==> src/rtl/core/bbrt_pkg.sv <==
// Shared types, sizes and helpers for the block box range tagger.
package bbrt_pkg;

	localparam int MAX_BLOCK  = 4;
	localparam int MAX_BOXES  = 4;
	localparam int INDEX_BITS = 20;

	localparam int SLOT_COUNT = MAX_BLOCK * MAX_BOXES;
	localparam int SLOT_BITS  = (SLOT_COUNT > 1) ? $clog2(SLOT_COUNT) : 1;
	localparam int POS_BITS   = (MAX_BLOCK > 1) ? $clog2(MAX_BLOCK) : 1;
	localparam int BS_BITS    = $clog2(MAX_BLOCK + 1);
	localparam int NB_BITS    = $clog2(MAX_BOXES + 1);

	localparam int VAL_BITS   = 32;
	localparam int BIDX_BITS  = 20;
	localparam int COUNT_BITS = 21;
	localparam logic [COUNT_BITS-1:0] COUNT_MAX = '1;

	localparam int CFG_IDX_BITS  = 2;
	localparam int CFG_DATA_BITS = 3;
	localparam logic [CFG_IDX_BITS-1:0] REG_BLOCK_SIZE = 2'd0;
	localparam logic [CFG_IDX_BITS-1:0] REG_BOX_COUNT  = 2'd1;
	localparam logic [CFG_IDX_BITS-1:0] REG_INVERT     = 2'd2;

	localparam logic CMD_LOAD = 1'b0;
	localparam logic CMD_DATA = 1'b1;

	typedef struct packed {
		logic                       cmd;
		logic [3:0]                 box_slot;
		logic signed [VAL_BITS-1:0] bound_low;
		logic signed [VAL_BITS-1:0] bound_high;
		logic signed [VAL_BITS-1:0] sample;
		logic                       restart;
	} in_t;

	typedef struct packed {
		logic [BIDX_BITS-1:0]  block_index;
		logic [COUNT_BITS-1:0] tagged_count;
	} out_t;

	typedef struct packed {
		logic [2:0] block_size;
		logic [2:0] box_count;
		logic       invert;
	} cfg_t;

	// data item in the compare stage, with the bounds read for each box
	typedef struct packed {
		logic                                 restart;
		logic                                 last;
		logic signed [VAL_BITS-1:0]           sample;
		logic [MAX_BOXES-1:0][VAL_BITS-1:0]   lows;
		logic [MAX_BOXES-1:0][VAL_BITS-1:0]   highs;
	} stage_t;

	function automatic logic [BS_BITS-1:0] eff_block(input logic [2:0] raw);
		logic [BS_BITS-1:0] r;
		if (raw == 3'd0) begin
			r = BS_BITS'(1);
		end else if (int'(raw) > MAX_BLOCK) begin
			r = BS_BITS'(MAX_BLOCK);
		end else begin
			r = BS_BITS'(raw);
		end
		return r;
	endfunction

	function automatic logic [NB_BITS-1:0] eff_boxes(input logic [2:0] raw);
		logic [NB_BITS-1:0] r;
		if (int'(raw) > MAX_BOXES) begin
			r = NB_BITS'(MAX_BOXES);
		end else begin
			r = NB_BITS'(raw);
		end
		return r;
	endfunction

endpackage

==> src/rtl/core/bbrt_ram.sv <==
// Generic single-write, single-read RAM with registered read data.
module bbrt_ram #(
	parameter int WIDTH = 64,
	parameter int DEPTH = 16
) (
	input  logic                     clk,
	input  logic                     we,
	input  logic [$clog2(DEPTH)-1:0] waddr,
	input  logic [WIDTH-1:0]         wdata,
	input  logic                     re,
	input  logic [$clog2(DEPTH)-1:0] raddr,
	output logic [WIDTH-1:0]         rdata
);

	logic [WIDTH-1:0] mem_q [DEPTH];

	always_ff @(posedge clk) begin
		if (we) begin
			mem_q[waddr] <= wdata;
		end
		if (re) begin
			rdata <= mem_q[raddr];
		end
	end

endmodule

==> src/rtl/core/bbrt_front.sv <==
// Input stage: bound loads, component position tracking, bound reads per box.
module bbrt_front (
	input  logic                 clk,
	input  logic                 arst_n,
	input  logic                 in_valid,
	output logic                 in_stall,
	input  bbrt_pkg::in_t        in_data,
	input  bbrt_pkg::cfg_t       cfg,
	input  logic                 s1_free,
	output logic                 s1_valid,
	output bbrt_pkg::stage_t     s1
);

	logic                            accept;
	logic                            is_data;
	logic [bbrt_pkg::BS_BITS-1:0]    bs;
	logic [bbrt_pkg::POS_BITS-1:0]   pos_q;
	logic [bbrt_pkg::POS_BITS-1:0]   pos_use;
	logic [bbrt_pkg::POS_BITS-1:0]   pos_next;
	logic                            last;
	logic                            load_we;
	logic                            valid_s1;
	logic                            restart_s1;
	logic                            last_s1;
	logic signed [bbrt_pkg::VAL_BITS-1:0] sample_s1;

	assign in_stall = !s1_free;
	assign accept   = in_valid && s1_free;
	assign is_data  = (in_data.cmd == bbrt_pkg::CMD_DATA);
	assign bs       = bbrt_pkg::eff_block(cfg.block_size);
	assign load_we  = accept && !is_data && (int'(in_data.box_slot) < bbrt_pkg::SLOT_COUNT);

	always_comb begin
		pos_use = in_data.restart ? '0 : pos_q;
		last    = (int'(pos_use) + 1) >= int'(bs);
		pos_next = last ? '0 : bbrt_pkg::POS_BITS'(int'(pos_use) + 1);
	end

	always_ff @(posedge clk or negedge arst_n) begin
		if (!arst_n) begin
			pos_q    <= '0;
			valid_s1 <= 1'b0;
		end else begin
			if (accept && is_data) begin
				pos_q <= pos_next;
			end
			if (s1_free) begin
				valid_s1 <= accept && is_data;
			end
		end
	end

	always_ff @(posedge clk) begin
		if (s1_free) begin
			restart_s1 <= in_data.restart;
			last_s1    <= last;
			sample_s1  <= in_data.sample;
		end
	end

	// one copy of the bound table per box so every box reads in the same cycle
	for (genvar k = 0; k < bbrt_pkg::MAX_BOXES; k++) begin : g_box
		logic [bbrt_pkg::SLOT_BITS-1:0]     raddr;
		logic [2*bbrt_pkg::VAL_BITS-1:0]    rdata;

		assign raddr = bbrt_pkg::SLOT_BITS'(k) * bbrt_pkg::SLOT_BITS'(bs)
			+ bbrt_pkg::SLOT_BITS'(pos_use);

		bbrt_ram #(
			.WIDTH(2 * bbrt_pkg::VAL_BITS),
			.DEPTH(bbrt_pkg::SLOT_COUNT)
		) u_bounds (
			.clk   (clk),
			.we    (load_we),
			.waddr (bbrt_pkg::SLOT_BITS'(in_data.box_slot)),
			.wdata ({in_data.bound_high, in_data.bound_low}),
			.re    (s1_free),
			.raddr (raddr),
			.rdata (rdata)
		);

		assign s1.lows[k]  = rdata[bbrt_pkg::VAL_BITS-1:0];
		assign s1.highs[k] = rdata[2*bbrt_pkg::VAL_BITS-1:bbrt_pkg::VAL_BITS];
	end

	assign s1_valid   = valid_s1;
	assign s1.restart = restart_s1;
	assign s1.last    = last_s1;
	assign s1.sample  = sample_s1;

endmodule

==> src/rtl/core/bbrt_eval.sv <==
// Compare stage: box membership, block tagging, counters and result register.
module bbrt_eval (
	input  logic                 clk,
	input  logic                 arst_n,
	input  bbrt_pkg::cfg_t       cfg,
	input  logic                 s1_valid,
	input  bbrt_pkg::stage_t     s1,
	output logic                 s1_free,
	output logic                 out_valid,
	input  logic                 out_stall,
	output bbrt_pkg::out_t       out_data
);

	logic [bbrt_pkg::NB_BITS-1:0]    nb;
	logic [bbrt_pkg::MAX_BOXES-1:0]  still_q;
	logic [bbrt_pkg::MAX_BOXES-1:0]  still_base;
	logic [bbrt_pkg::MAX_BOXES-1:0]  inside_now;
	logic [bbrt_pkg::MAX_BOXES-1:0]  box_used;
	logic [bbrt_pkg::INDEX_BITS-1:0] pos_q;
	logic [bbrt_pkg::INDEX_BITS-1:0] pos_base;
	logic [bbrt_pkg::COUNT_BITS-1:0] total_q;
	logic [bbrt_pkg::COUNT_BITS-1:0] total_base;
	logic [bbrt_pkg::COUNT_BITS-1:0] total_inc;
	logic                            block_hit;
	logic                            res;
	logic                            out_free;
	logic                            move;
	logic                            out_valid_q;
	bbrt_pkg::out_t                  out_q;

	assign nb = bbrt_pkg::eff_boxes(cfg.box_count);

	always_comb begin
		still_base = s1.restart ? '1 : still_q;
		pos_base   = s1.restart ? '0 : pos_q;
		total_base = s1.restart ? '0 : total_q;
		for (int k = 0; k < bbrt_pkg::MAX_BOXES; k++) begin
			box_used[k]   = k < int'(nb);
			inside_now[k] = still_base[k] && (!box_used[k]
				|| (($signed(s1.lows[k]) <= s1.sample)
				&& (s1.sample <= $signed(s1.highs[k]))));
		end
		block_hit = (|(inside_now & box_used)) ^ cfg.invert;
		res       = s1.last && block_hit;
		total_inc = (total_base == bbrt_pkg::COUNT_MAX) ? total_base
			: total_base + 1'b1;
	end

	assign out_free = !out_valid_q || !out_stall;
	// an item that yields no result moves on even while the output waits
	assign move     = s1_valid && (out_free || !res);
	assign s1_free  = !s1_valid || move;

	always_ff @(posedge clk or negedge arst_n) begin
		if (!arst_n) begin
			still_q     <= '1;
			pos_q       <= '0;
			total_q     <= '0;
			out_valid_q <= 1'b0;
		end else begin
			if (move) begin
				if (s1.last) begin
					still_q <= '1;
					pos_q   <= pos_base + 1'b1;
					total_q <= block_hit ? total_inc : total_base;
				end else begin
					still_q <= inside_now;
					pos_q   <= pos_base;
					total_q <= total_base;
				end
			end
			if (move && res) begin
				out_valid_q <= 1'b1;
			end else if (!out_stall) begin
				out_valid_q <= 1'b0;
			end
		end
	end

	always_ff @(posedge clk) begin
		if (move && res) begin
			out_q.block_index  <= bbrt_pkg::BIDX_BITS'(pos_base);
			out_q.tagged_count <= total_inc;
		end
	end

	assign out_valid = out_valid_q;
	assign out_data  = out_q;

	a_count_nonzero: assert property (@(posedge clk) disable iff (!arst_n)
		out_valid_q |-> (out_q.tagged_count != '0))
		else $error("result carries a zero tagged count");

	a_block_end_clears: assert property (@(posedge clk) disable iff (!arst_n)
		(move && s1.last) |=> (still_q == '1))
		else $error("box flags not reset after a block end");

	a_count_steps: assert property (@(posedge clk) disable iff (!arst_n)
		(move && res && !s1.restart && (total_q != bbrt_pkg::COUNT_MAX))
		|=> (out_q.tagged_count == $past(total_q) + 1'b1))
		else $error("tagged count did not advance by one");

	a_no_result_mid_block: assert property (@(posedge clk) disable iff (!arst_n)
		(move && !s1.last) |=> !$rose(out_valid_q))
		else $error("result raised for a block that did not end");

endmodule

==> src/rtl/core/block_box_range_tagger_unit.sv <==
// Top level of the block box range tagger: config registers and the two stages.
//
// Items arrive on in_valid/in_stall/in_data. A load item (cmd 0) writes one
// bound pair into the box tables and yields nothing. A data item (cmd 1) is one
// component of a block; when it completes a block that is tagged, one result
// item leaves on out_valid/out_stall/out_data with the block index and the
// running tagged count. restart on a data item starts a new vector.
// Configuration (block_size, box_count, invert) is written through cfg_we,
// cfg_index and cfg_data; the user must write it only while no item is in
// flight, as the block does not enforce this. A result passes the bound read
// and stage registers, loaded when the item that ends the block is accepted,
// then the result register, loaded when that item leaves the compare stage.
// Throughput: one item per cycle while in_stall is low; each box has its
// own bound table copy, so all boxes read and compare in the same cycle.
// Stall: a held result stalls the compare stage only when that stage also
// holds a result; in_stall then rises in the same cycle.
// Reset clears the counters and config to block_size 1, box_count 0,
// invert 0; bound tables are not cleared and must be loaded before use.
module block_box_range_tagger_unit (
	input  logic                                clk,
	input  logic                                arst_n,
	input  logic                                in_valid,
	output logic                                in_stall,
	input  bbrt_pkg::in_t                       in_data,
	output logic                                out_valid,
	input  logic                                out_stall,
	output bbrt_pkg::out_t                      out_data,
	input  logic                                cfg_we,
	input  logic [bbrt_pkg::CFG_IDX_BITS-1:0]   cfg_index,
	input  logic [bbrt_pkg::CFG_DATA_BITS-1:0]  cfg_data
);

	bbrt_pkg::cfg_t   cfg_q;
	bbrt_pkg::stage_t s1;
	logic             s1_valid;
	logic             s1_free;

	always_ff @(posedge clk or negedge arst_n) begin
		if (!arst_n) begin
			cfg_q.block_size <= 3'd1;
			cfg_q.box_count  <= 3'd0;
			cfg_q.invert     <= 1'b0;
		end else if (cfg_we) begin
			case (cfg_index)
				bbrt_pkg::REG_BLOCK_SIZE: cfg_q.block_size <= cfg_data;
				bbrt_pkg::REG_BOX_COUNT:  cfg_q.box_count  <= cfg_data;
				bbrt_pkg::REG_INVERT:     cfg_q.invert     <= cfg_data[0];
				default: ;
			endcase
		end
	end

	bbrt_front u_front (
		.clk      (clk),
		.arst_n   (arst_n),
		.in_valid (in_valid),
		.in_stall (in_stall),
		.in_data  (in_data),
		.cfg      (cfg_q),
		.s1_free  (s1_free),
		.s1_valid (s1_valid),
		.s1       (s1)
	);

	bbrt_eval u_eval (
		.clk       (clk),
		.arst_n    (arst_n),
		.cfg       (cfg_q),
		.s1_valid  (s1_valid),
		.s1        (s1),
		.s1_free   (s1_free),
		.out_valid (out_valid),
		.out_stall (out_stall),
		.out_data  (out_data)
	);

endmodule
==> config.mk <==
export PLATFORM = sky130hd
export DESIGN_NAME = block_box_range_tagger_unit
export DESIGN_NICKNAME = d
export VERILOG_FILES = /design/src/rtl/core/bbrt_pkg.sv /design/src/rtl/core/bbrt_ram.sv /design/src/rtl/core/bbrt_front.sv /design/src/rtl/core/bbrt_eval.sv /design/src/rtl/core/block_box_range_tagger_unit.sv
export SDC_FILE = /design/constraint.sdc
export NUM_CORES = 2
export LEC_CHECK = 0
export BUFFER_PORTS_ARGS = -buffer_cell sky130_fd_sc_hd__buf_4
export CAP_MARGIN = 20
export CELL_PAD_IN_SITES_DETAIL_PLACEMENT = 1
export CELL_PAD_IN_SITES_GLOBAL_PLACEMENT = 1
export CORE_AREA = 2 2 371 465
export DETAILED_ROUTE_END_ITERATION = 10
export DIE_AREA = 0 0 373 467
export MAX_ROUTING_LAYER = met4
export PLACE_DENSITY_LB_ADDON = 0.2
export REMOVE_ABC_BUFFERS = 1
export SETUP_SLACK_MARGIN = 0.05
export SYNTH_ARGS = -nofsm -noshare
export SYNTH_HDL_FRONTEND = slang
export SYNTH_SLANG_ARGS = --single-unit
==> constraint.sdc <==
create_clock -name clk -period 11.1 [get_ports clk]
set_clock_uncertainty 0.2 [all_clocks]
set_input_delay 1.665 -clock clk [delete_from_list [all_inputs] [get_ports clk]]
set_output_delay 1.665 -clock clk [all_outputs]
set_load 0.01 [all_outputs]
Yosys cells after proc, flatten, opt, wreduce, memory -nomap -nowiden

Memories as Yosys holds them, arrays and structs flattened. A register that Yosys moved wholly into a read port is not among the register bits.
Index checks and enable logic that the tools add are counted.
W data, S select, Z words.

Bits in registers: 131
Latch bits: 0
Bits in writable memories: 4096
ROM bits: 0
Input bits: 112
Output and inout port bits: 43
Word-level logic and storage cells: 100
Memories: 4

Memories:

| memory                          | depth | width | rd ports | clocked after memory_dff | write ports | line           | RTL |
|---|---|---|---|---|---|---|---|
| u_front.g_box[0].u_bounds.mem_q | 16    | 64    | 1        | 1                        | 1           | bbrt_ram.sv:15 | `logic [WIDTH-1:0] mem_q [DEPTH];` |
| u_front.g_box[1].u_bounds.mem_q | 16    | 64    | 1        | 1                        | 1           | bbrt_ram.sv:15 |  |
| u_front.g_box[2].u_bounds.mem_q | 16    | 64    | 1        | 1                        | 1           | bbrt_ram.sv:15 |  |
| u_front.g_box[3].u_bounds.mem_q | 16    | 64    | 1        | 1                        | 1           | bbrt_ram.sv:15 |  |

Add/subtract/negate cells: 6
$mul: 1
Div/mod/pow operators: 0
$lt $le $gt $ge: 15
Equal/unequal tests: 4
Shifts and indexed selects: 0
Muxes and demuxes: 17
Bitwise logic cells: 2
Reductions and logical operators: 37

Operator list:

| operator                | count |
|---|---|
| $le A32 B32 Y1          | 8 |
| $mux W21                | 4 |
| $mux W20                | 2 |
| $ge A32 B4 Y1           | 1 |
| $add A21 B1 Y21 const B | 1 |
| $eq A21 B21 Y1 const B  | 1 |
| $add A20 B1 Y20 const B | 1 |
| $logic_and A1 B1 Y1     | 14 |
| $logic_not A1 Y1        | 10 |
| $mux W3                 | 3 |
| $add A4 B2 Y4           | 2 |
| $mux W4                 | 2 |
| $logic_or A1 B1 Y1      | 7 |
| $gt A3 B3 Y1 const B    | 2 |
| $lt A1 B3 Y1 const A    | 2 |
| $lt A2 B3 Y1 const A    | 2 |
| $reduce_and A2 Y1       | 3 |
| $add A3 B2 Y4           | 1 |
| $and A4 B4 Y4           | 1 |
| $mul A2 B3 Y4 const A   | 1 |
| $mux W1                 | 4 |
| $mux W2                 | 2 |
| $reduce_or A4 Y1        | 1 |
| $add A2 B1 Y3 const B   | 1 |
| other kinds (6)         | 6 |

Logic depth before layout (Yosys ltp)

Depth after elaboration: 18
Gate-level depth with buffers: 16
Mapped depth without buffers: 13

Modules after synthesis

Synthesis repeated with hierarchy kept, for this count alone.

Cell total of the unflattened synthesis: 7890
Area, all modules: 173018.4 µm²

Modules (own cells, without submodules):

| module                                    | times used | cells each | area an instance (µm²) | sequential area each (µm²) |
|---|---|---|---|---|
| bbrt_ram at u_front.g_box[0].u_bounds ... | 3          | 1647       | 40222.3                | 32671.3 |
| bbrt_ram at u_front.g_box[1].u_bounds     | 1          | 1647       | 40196.1                | 32671.3 |
| bbrt_eval                                 | 1          | 1199       | 10406.2                | 2387.3 |
| bbrt_front                                | 1          | 86         | 1466.4                 | 1096.1 |
| block_box_range_tagger_unit               | 1          | 17         | 282.8                  | 176.4 |

Worst setup path before layout

No wires, ideal clock.

Kind: register to register
Start point: reg u_front.sample_s1[14] (netlist bit)
End point: mem u_front.g_box[1].u_bounds.mem_q[4][0], enable pin
Library setup time: 651 ps
Arrival: 9139 ps
Required time: 10249 ps
Path slack: 1110 ps
Stages on the path, launching flop included: 15
Period minus slack after synthesis: 9990 ps
Cells stage by stage: edfxtp_1 inv_1 ha_1 a21oi_1 nand2_1 a221o_1 o31a_1 nor4_2 mux2_2 a22oi_2 and3_4 mux2i_1 and3_1 buf_6 nor4_1

Word-level cells in the longest chain between the ends: 16
Elaborated cells on any way between the ends: 32
Those cells by class: order compare: 8; mux: 2; bitwise: 2; reduce/logical: 20

RTL lines:

| what                              | line                             | RTL |
|---|---|---|
| from (decl)                       | bbrt_front.sv:25                 | `logic signed [bbrt_pkg::VAL_BITS-1:0] sample_s1;` |
| from (signal assigned)            | bbrt_front.sv:57                 | `sample_s1 <= in_data.sample;` |
| $le A32 B32 Y1 (on tied branches) | bbrt_eval.sv:40, bbrt_eval.sv:41 |  |
| $logic_and A1 B1 Y1               | bbrt_eval.sv:41                  | `&& (s1.sample <= $signed(s1.highs[k]))));` |
| $logic_or A1 B1 Y1                | bbrt_eval.sv:40                  | `\|\| (($signed(s1.lows[k]) <= s1.sample)` |
| $logic_and A1 B1 Y1               | bbrt_eval.sv:39                  | `inside_now[k] = still_base[k] && (!box_used[k]` |
| $and A4 B4 Y4 (*)                 | bbrt_eval.sv:43                  | `block_hit = (\|(inside_now & box_used)) ^ cfg.invert;` |
| $reduce_or A4 Y1 (*)              | bbrt_eval.sv:43                  |  |
| $xor A1 B1 Y1 (*)                 | bbrt_eval.sv:43                  |  |
| $logic_and A1 B1 Y1 (*)           | bbrt_eval.sv:44                  | `res = s1.last && block_hit;` |
| $logic_not A1 Y1 (*)              | bbrt_eval.sv:51                  | `assign move = s1_valid && (out_free \|\| !res);` |
| $logic_or A1 B1 Y1 (*)            | bbrt_eval.sv:51                  |  |
| $logic_and A1 B1 Y1 (*)           | bbrt_eval.sv:51                  |  |
| $logic_or A1 B1 Y1 (*)            | bbrt_eval.sv:52                  | `assign s1_free = !s1_valid \|\| move;` |
| $logic_and A1 B1 Y1 (*)           | bbrt_front.sv:28                 | `assign accept = in_valid && s1_free;` |
| $logic_and A1 B1 Y1 (*)           | bbrt_front.sv:31                 | `assign load_we = accept && !is_data && (int'(in_data.box_slot) < bbrt_pkg::SLOT_COUNT);` |
| $mux W1 (*)                       | bbrt_ram.sv:18                   | `if (we) begin` |
| $mux W1 (not written as such) (*) | bbrt_ram.sv:19                   | `mem_q[waddr] <= wdata;` |
| to (decl)                         | bbrt_ram.sv:15                   |  |

Mark *: on every way between the ends. The rest lies on a longest branch, timed or not.

Final worst setup path

Start point: reg u_front.sample_s1[13] (netlist bit)
End point: out in_stall

Word-level cells in the longest chain between the ends: 13
Elaborated cells on any way between the ends: 29
Those cells by class: order compare: 8; bitwise: 2; reduce/logical: 19

RTL lines:

| what                              | line                              | RTL |
|---|---|---|
| $le A32 B32 Y1 (on tied branches) | bbrt_eval.sv:40, bbrt_eval.sv:41  |  |
| $logic_and A1 B1 Y1               | bbrt_eval.sv:41                   |  |
| $logic_or A1 B1 Y1                | bbrt_eval.sv:40                   |  |
| $logic_and A1 B1 Y1               | bbrt_eval.sv:39                   |  |
| $and A4 B4 Y4 (*)                 | bbrt_eval.sv:43                   |  |
| $reduce_or A4 Y1 (*)              | bbrt_eval.sv:43                   |  |
| $xor A1 B1 Y1 (*)                 | bbrt_eval.sv:43                   |  |
| $logic_and A1 B1 Y1 (*)           | bbrt_eval.sv:44                   |  |
| $logic_not A1 Y1 (*)              | bbrt_eval.sv:51                   |  |
| $logic_or A1 B1 Y1 (*)            | bbrt_eval.sv:51                   |  |
| $logic_and A1 B1 Y1 (*)           | bbrt_eval.sv:51                   |  |
| $logic_or A1 B1 Y1 (*)            | bbrt_eval.sv:52                   |  |
| $logic_not A1 Y1 (*)              | bbrt_front.sv:27                  | `assign in_stall = !s1_free;` |
| to (decl)                         | block_box_range_tagger_unit.sv:23 | `output logic in_stall,` |

Marked as above.

==> flow_metrics.tcl <==
set metrics [dict create \
    status "complete, no violations" \
    hpwl_um 136000 \
    whs_path_depth 1 \
    path_max_fanout 19 \
    die_y_um 467 \
    max-slew-margin-rel_pct 20.7 \
    cts.repair.resized 0 \
    syn_inst 4012 \
    areaGrowthSynthToFinish_pct 11.6 \
    rows 169 \
    drc_errors 0 \
    crit_path_end_kind "output pin" \
    grt_max_degree 128 \
    vias 42600 \
    grt_overflow 0 \
    tns_ns 0 \
    clock_latency_ns 0.83 \
    rsz0062_at_grt "no" \
    hp-class "flip-flop to flip-flop" \
    grt_antenna_before_repair 16 \
    p_per_area_mw_per_mm2 239 \
    grt_pass1_vias 44600 \
    syn_area_mm2 0.0743 \
    grt_pass1_wl_um 325000 \
    cts.sinks 1411 \
    busiest_layer "met2" \
    rr_startpoint "u_front.sample_s1[13]$_DFFE_PP_" \
    final_area_mm2 0.0830 \
    drv_cap 0 \
    gr-usage-met2_pct 44.3 \
    die-area_mm2 0.174 \
    pin_count 155 \
    async_reset_ff_share_pct 3.97 \
    required_ns 9.24 \
    layout_common_cells "edfxtp_1 (1355), mux4_2 (896), ha_1 (262), mux2i_1 (261), buf_4 (216)" \
    ys_seq_elements 1411 \
    rrSetupSlack_ns 3.92 \
    cts_buffers 152 \
    tightest_slew_ns 1.19 \
    core_mm2 0.169 \
    synth_edf_count 1355 \
    finalHoldViolCount 0 \
    io_buffers 154 \
    totalWireLength_um 225000 \
    p_leak_uw 0.0286 \
    postCtsSetupBuffers 0 \
    clk_path_buf_depth 3 \
    yosys_warnings 0 \
    synth_top_area_cell "edfxtp_1" \
    ctsHtreeMaxLevel 4 \
    place_area_mm2 0.0783 \
    synthFlopType "edfxtp_1" \
    dp_cells 6221 \
    fin_crit_sh_pct 69.9 \
    arrival_ns 5.90 \
    post-route-min-period_ns 7.76 \
    finalWorstSetupSlack_ns 3.34 \
    drv_slew 0 \
    synth_top_area_share_pct 54.7 \
    vdd_drop_max_uv 210 \
    syn_area_per_cell_um2 18.5 \
    grt_use_met1_pct 34.5 \
    clk_pin_slew_worst_paths_ns 0.06 \
    ys_seq_area_share_pct 56.6 \
    cts_tree "built" \
    synth_cell_types 74 \
    preCtsSetupSlack_ns 3.49 \
    path_class "flip-flop to output pin" \
    synthTopCellsByArea "edfxtp_1 (55%), mux4_2 (27%), ha_1 (4.5%)" \
    cts-root-buf "clkbuf_16" \
    r2r_cells 16 \
    routed_via_density 6.54 \
    layout_commonest_cell "edfxtp_1" \
    cp-startpoint "u_front.sample_s1[13]$_DFFE_PP_" \
    total_power_uw 19900 \
    wl_per_cell_um 34.6 \
    holdBufCountCts 0 \
    fmaxAchievable_mhz 129 \
    hold-path-endpoint "u_eval.total_q[14]$_DFFE_PN0P_" \
    start_kind "flip-flop" \
    initial_core_util_pct 43.9 \
    final_nets 4534 \
    met3_usage_pct 4.26 \
    track_usage_pct 26.9 \
    die_x_um 373 \
    fin_cells 6506 \
    hp-start "u_eval.total_q[14]$_DFFE_PN0P_" \
    gp_congestion 0.902 \
    final_antenna_net_count 0 \
    r2r_end "u_front.g_box[1].u_bounds.rdata[38]$_DFFE_PP_" \
    final_layout_size_suffix_gt1_share_pct 32.8 \
    drt-initial-drc-count 4267 \
    setup_viol 0 \
    first_pass_iters 5 \
]
worst max-delay path by stage:
| stage | endpoint | slack, ns | depth (start not counted) |
|---|---|---|---|
| after floorplan | u_front.g_box[3].u_bounds.rdata[0]$_DFFE_PP_ | -33.56 | 4 |
| final | in_stall | 3.34 | 14 |
| after CTS | in_stall | 2.68 | 13 |
| after detailed placement | u_front.g_box[1].u_bounds.rdata[0]$_DFFE_PP_ | 3.49 | 15 |
| after global routing | in_stall | 3.14 | 14 |
| after global placement | u_front.g_box[1].u_bounds.rdata[0]$_DFFE_PP_ | 3.62 | 15 |
final cells by class:
type | instances | area, um2
fill | 15500 | 86400
sequential | 1411 | 42100
inverter | 194 | 736
tap | 2223 | 2780
antenna | 14 | 35.0
multi-input combinational | 2165 | 30800
timing repair buffer | 229 | 1880
clock buffer | 183 | 3970
clock inverter | 87 | 717
synth_stat cells (6+ instances only):
cell type and number:
mux4_2 896, ha_1 266, a21o_1 28, mux2_2 10
a21oi_1 108, inv_1 192, mux2i_1 261, buf_1 75
xnor2_1 9, nand3_1 42, o211ai_1 11, dfrtp_1 51
a22o_1 9, o221ai_1 9, o21ai_0 56, o22a_1 6
edfxtp_1 1355, a221o_1 6, nand4_1 53, nor2b_1 32
nor3_1 36, a211o_1 6, nor4_1 26, and4_1 11
nand2b_1 10, and3_1 11, nor2_1 48, xor2_1 10
a31oi_1 6, a211oi_1 7, nand3b_1 6, clkbuf_1 158
nand2_1 115
per-layer routing:
layer,part of all wire [%],vias up
met5,0,-
met4,3.4,0
li1,-,17400
met2,50,1688
met3,6.6,375
met1,40,23100
critical path, stage by stage, from the launching register on:
cell and delay [ns]:
edfxtp_1 0.49, inv_1 0.16, ha_1 0.33, nand4_1 0.16, nor4_1 0.88, a21boi_1 0.34
o31a_1 0.21, nor4_2 0.06, mux2_2 0.32, a22oi_2 0.20, and3_4 0.29, mux2i_1 0.21
buf_4 0.22, and3_1 0.93, buf_4 0.28
kinds of logic (layout without fill, tap and decap cells):
| kind of cell | Yosys count | count (layout) | share of synthesized area (%) |
|---|---|---|---|
| compound gates | 296 | 296 | 2.60 |
| flops | 1411 | 1411 | 56.6 |
| buf+inv | 436 | 693 | 2.26 |
| xor+xnor | 19 | 19 | 0.224 |
| fa+ha+maj | 269 | 269 | 4.56 |
| other cells | 0 | 14 | 0 |
| mux | 1168 | 1168 | 30.8 |
| simple gates | 413 | 413 | 2.90 |
registers in the layout (all words and copies together) (netlist names), 2 cells and up:
signal                        count
cfg_q                             7
u_front.g_box.u_bounds.rdata    256
u_eval.out_data                  41
u_eval.still_q                    4
u_front.sample_s1                32
u_front.pos_q                     2
u_front.g_box.u_bounds.mem_q   1024
u_eval.pos_q                     20
u_eval.total_q                   21
metrics by stage:
stage	hold slack (ns)	util, %
global route	0.300	49.0
finish	0.268	49.0
floorplan	0.231	-
global placement	0.251	46.2
detailed placement	0.264	46.2
CTS	0.269	49.0
power breakdown:
part / leakage (uW) / internal, uW / switching (uW) / total [uW]
sequential: 0.0134 / 6600 / 344 / 6950
clock: 0.00229 / 2700 / 2200 / 4900
combinational: 0.0129 / 3880 / 4130 / 8020
Power figures use the tool's default switching activity.
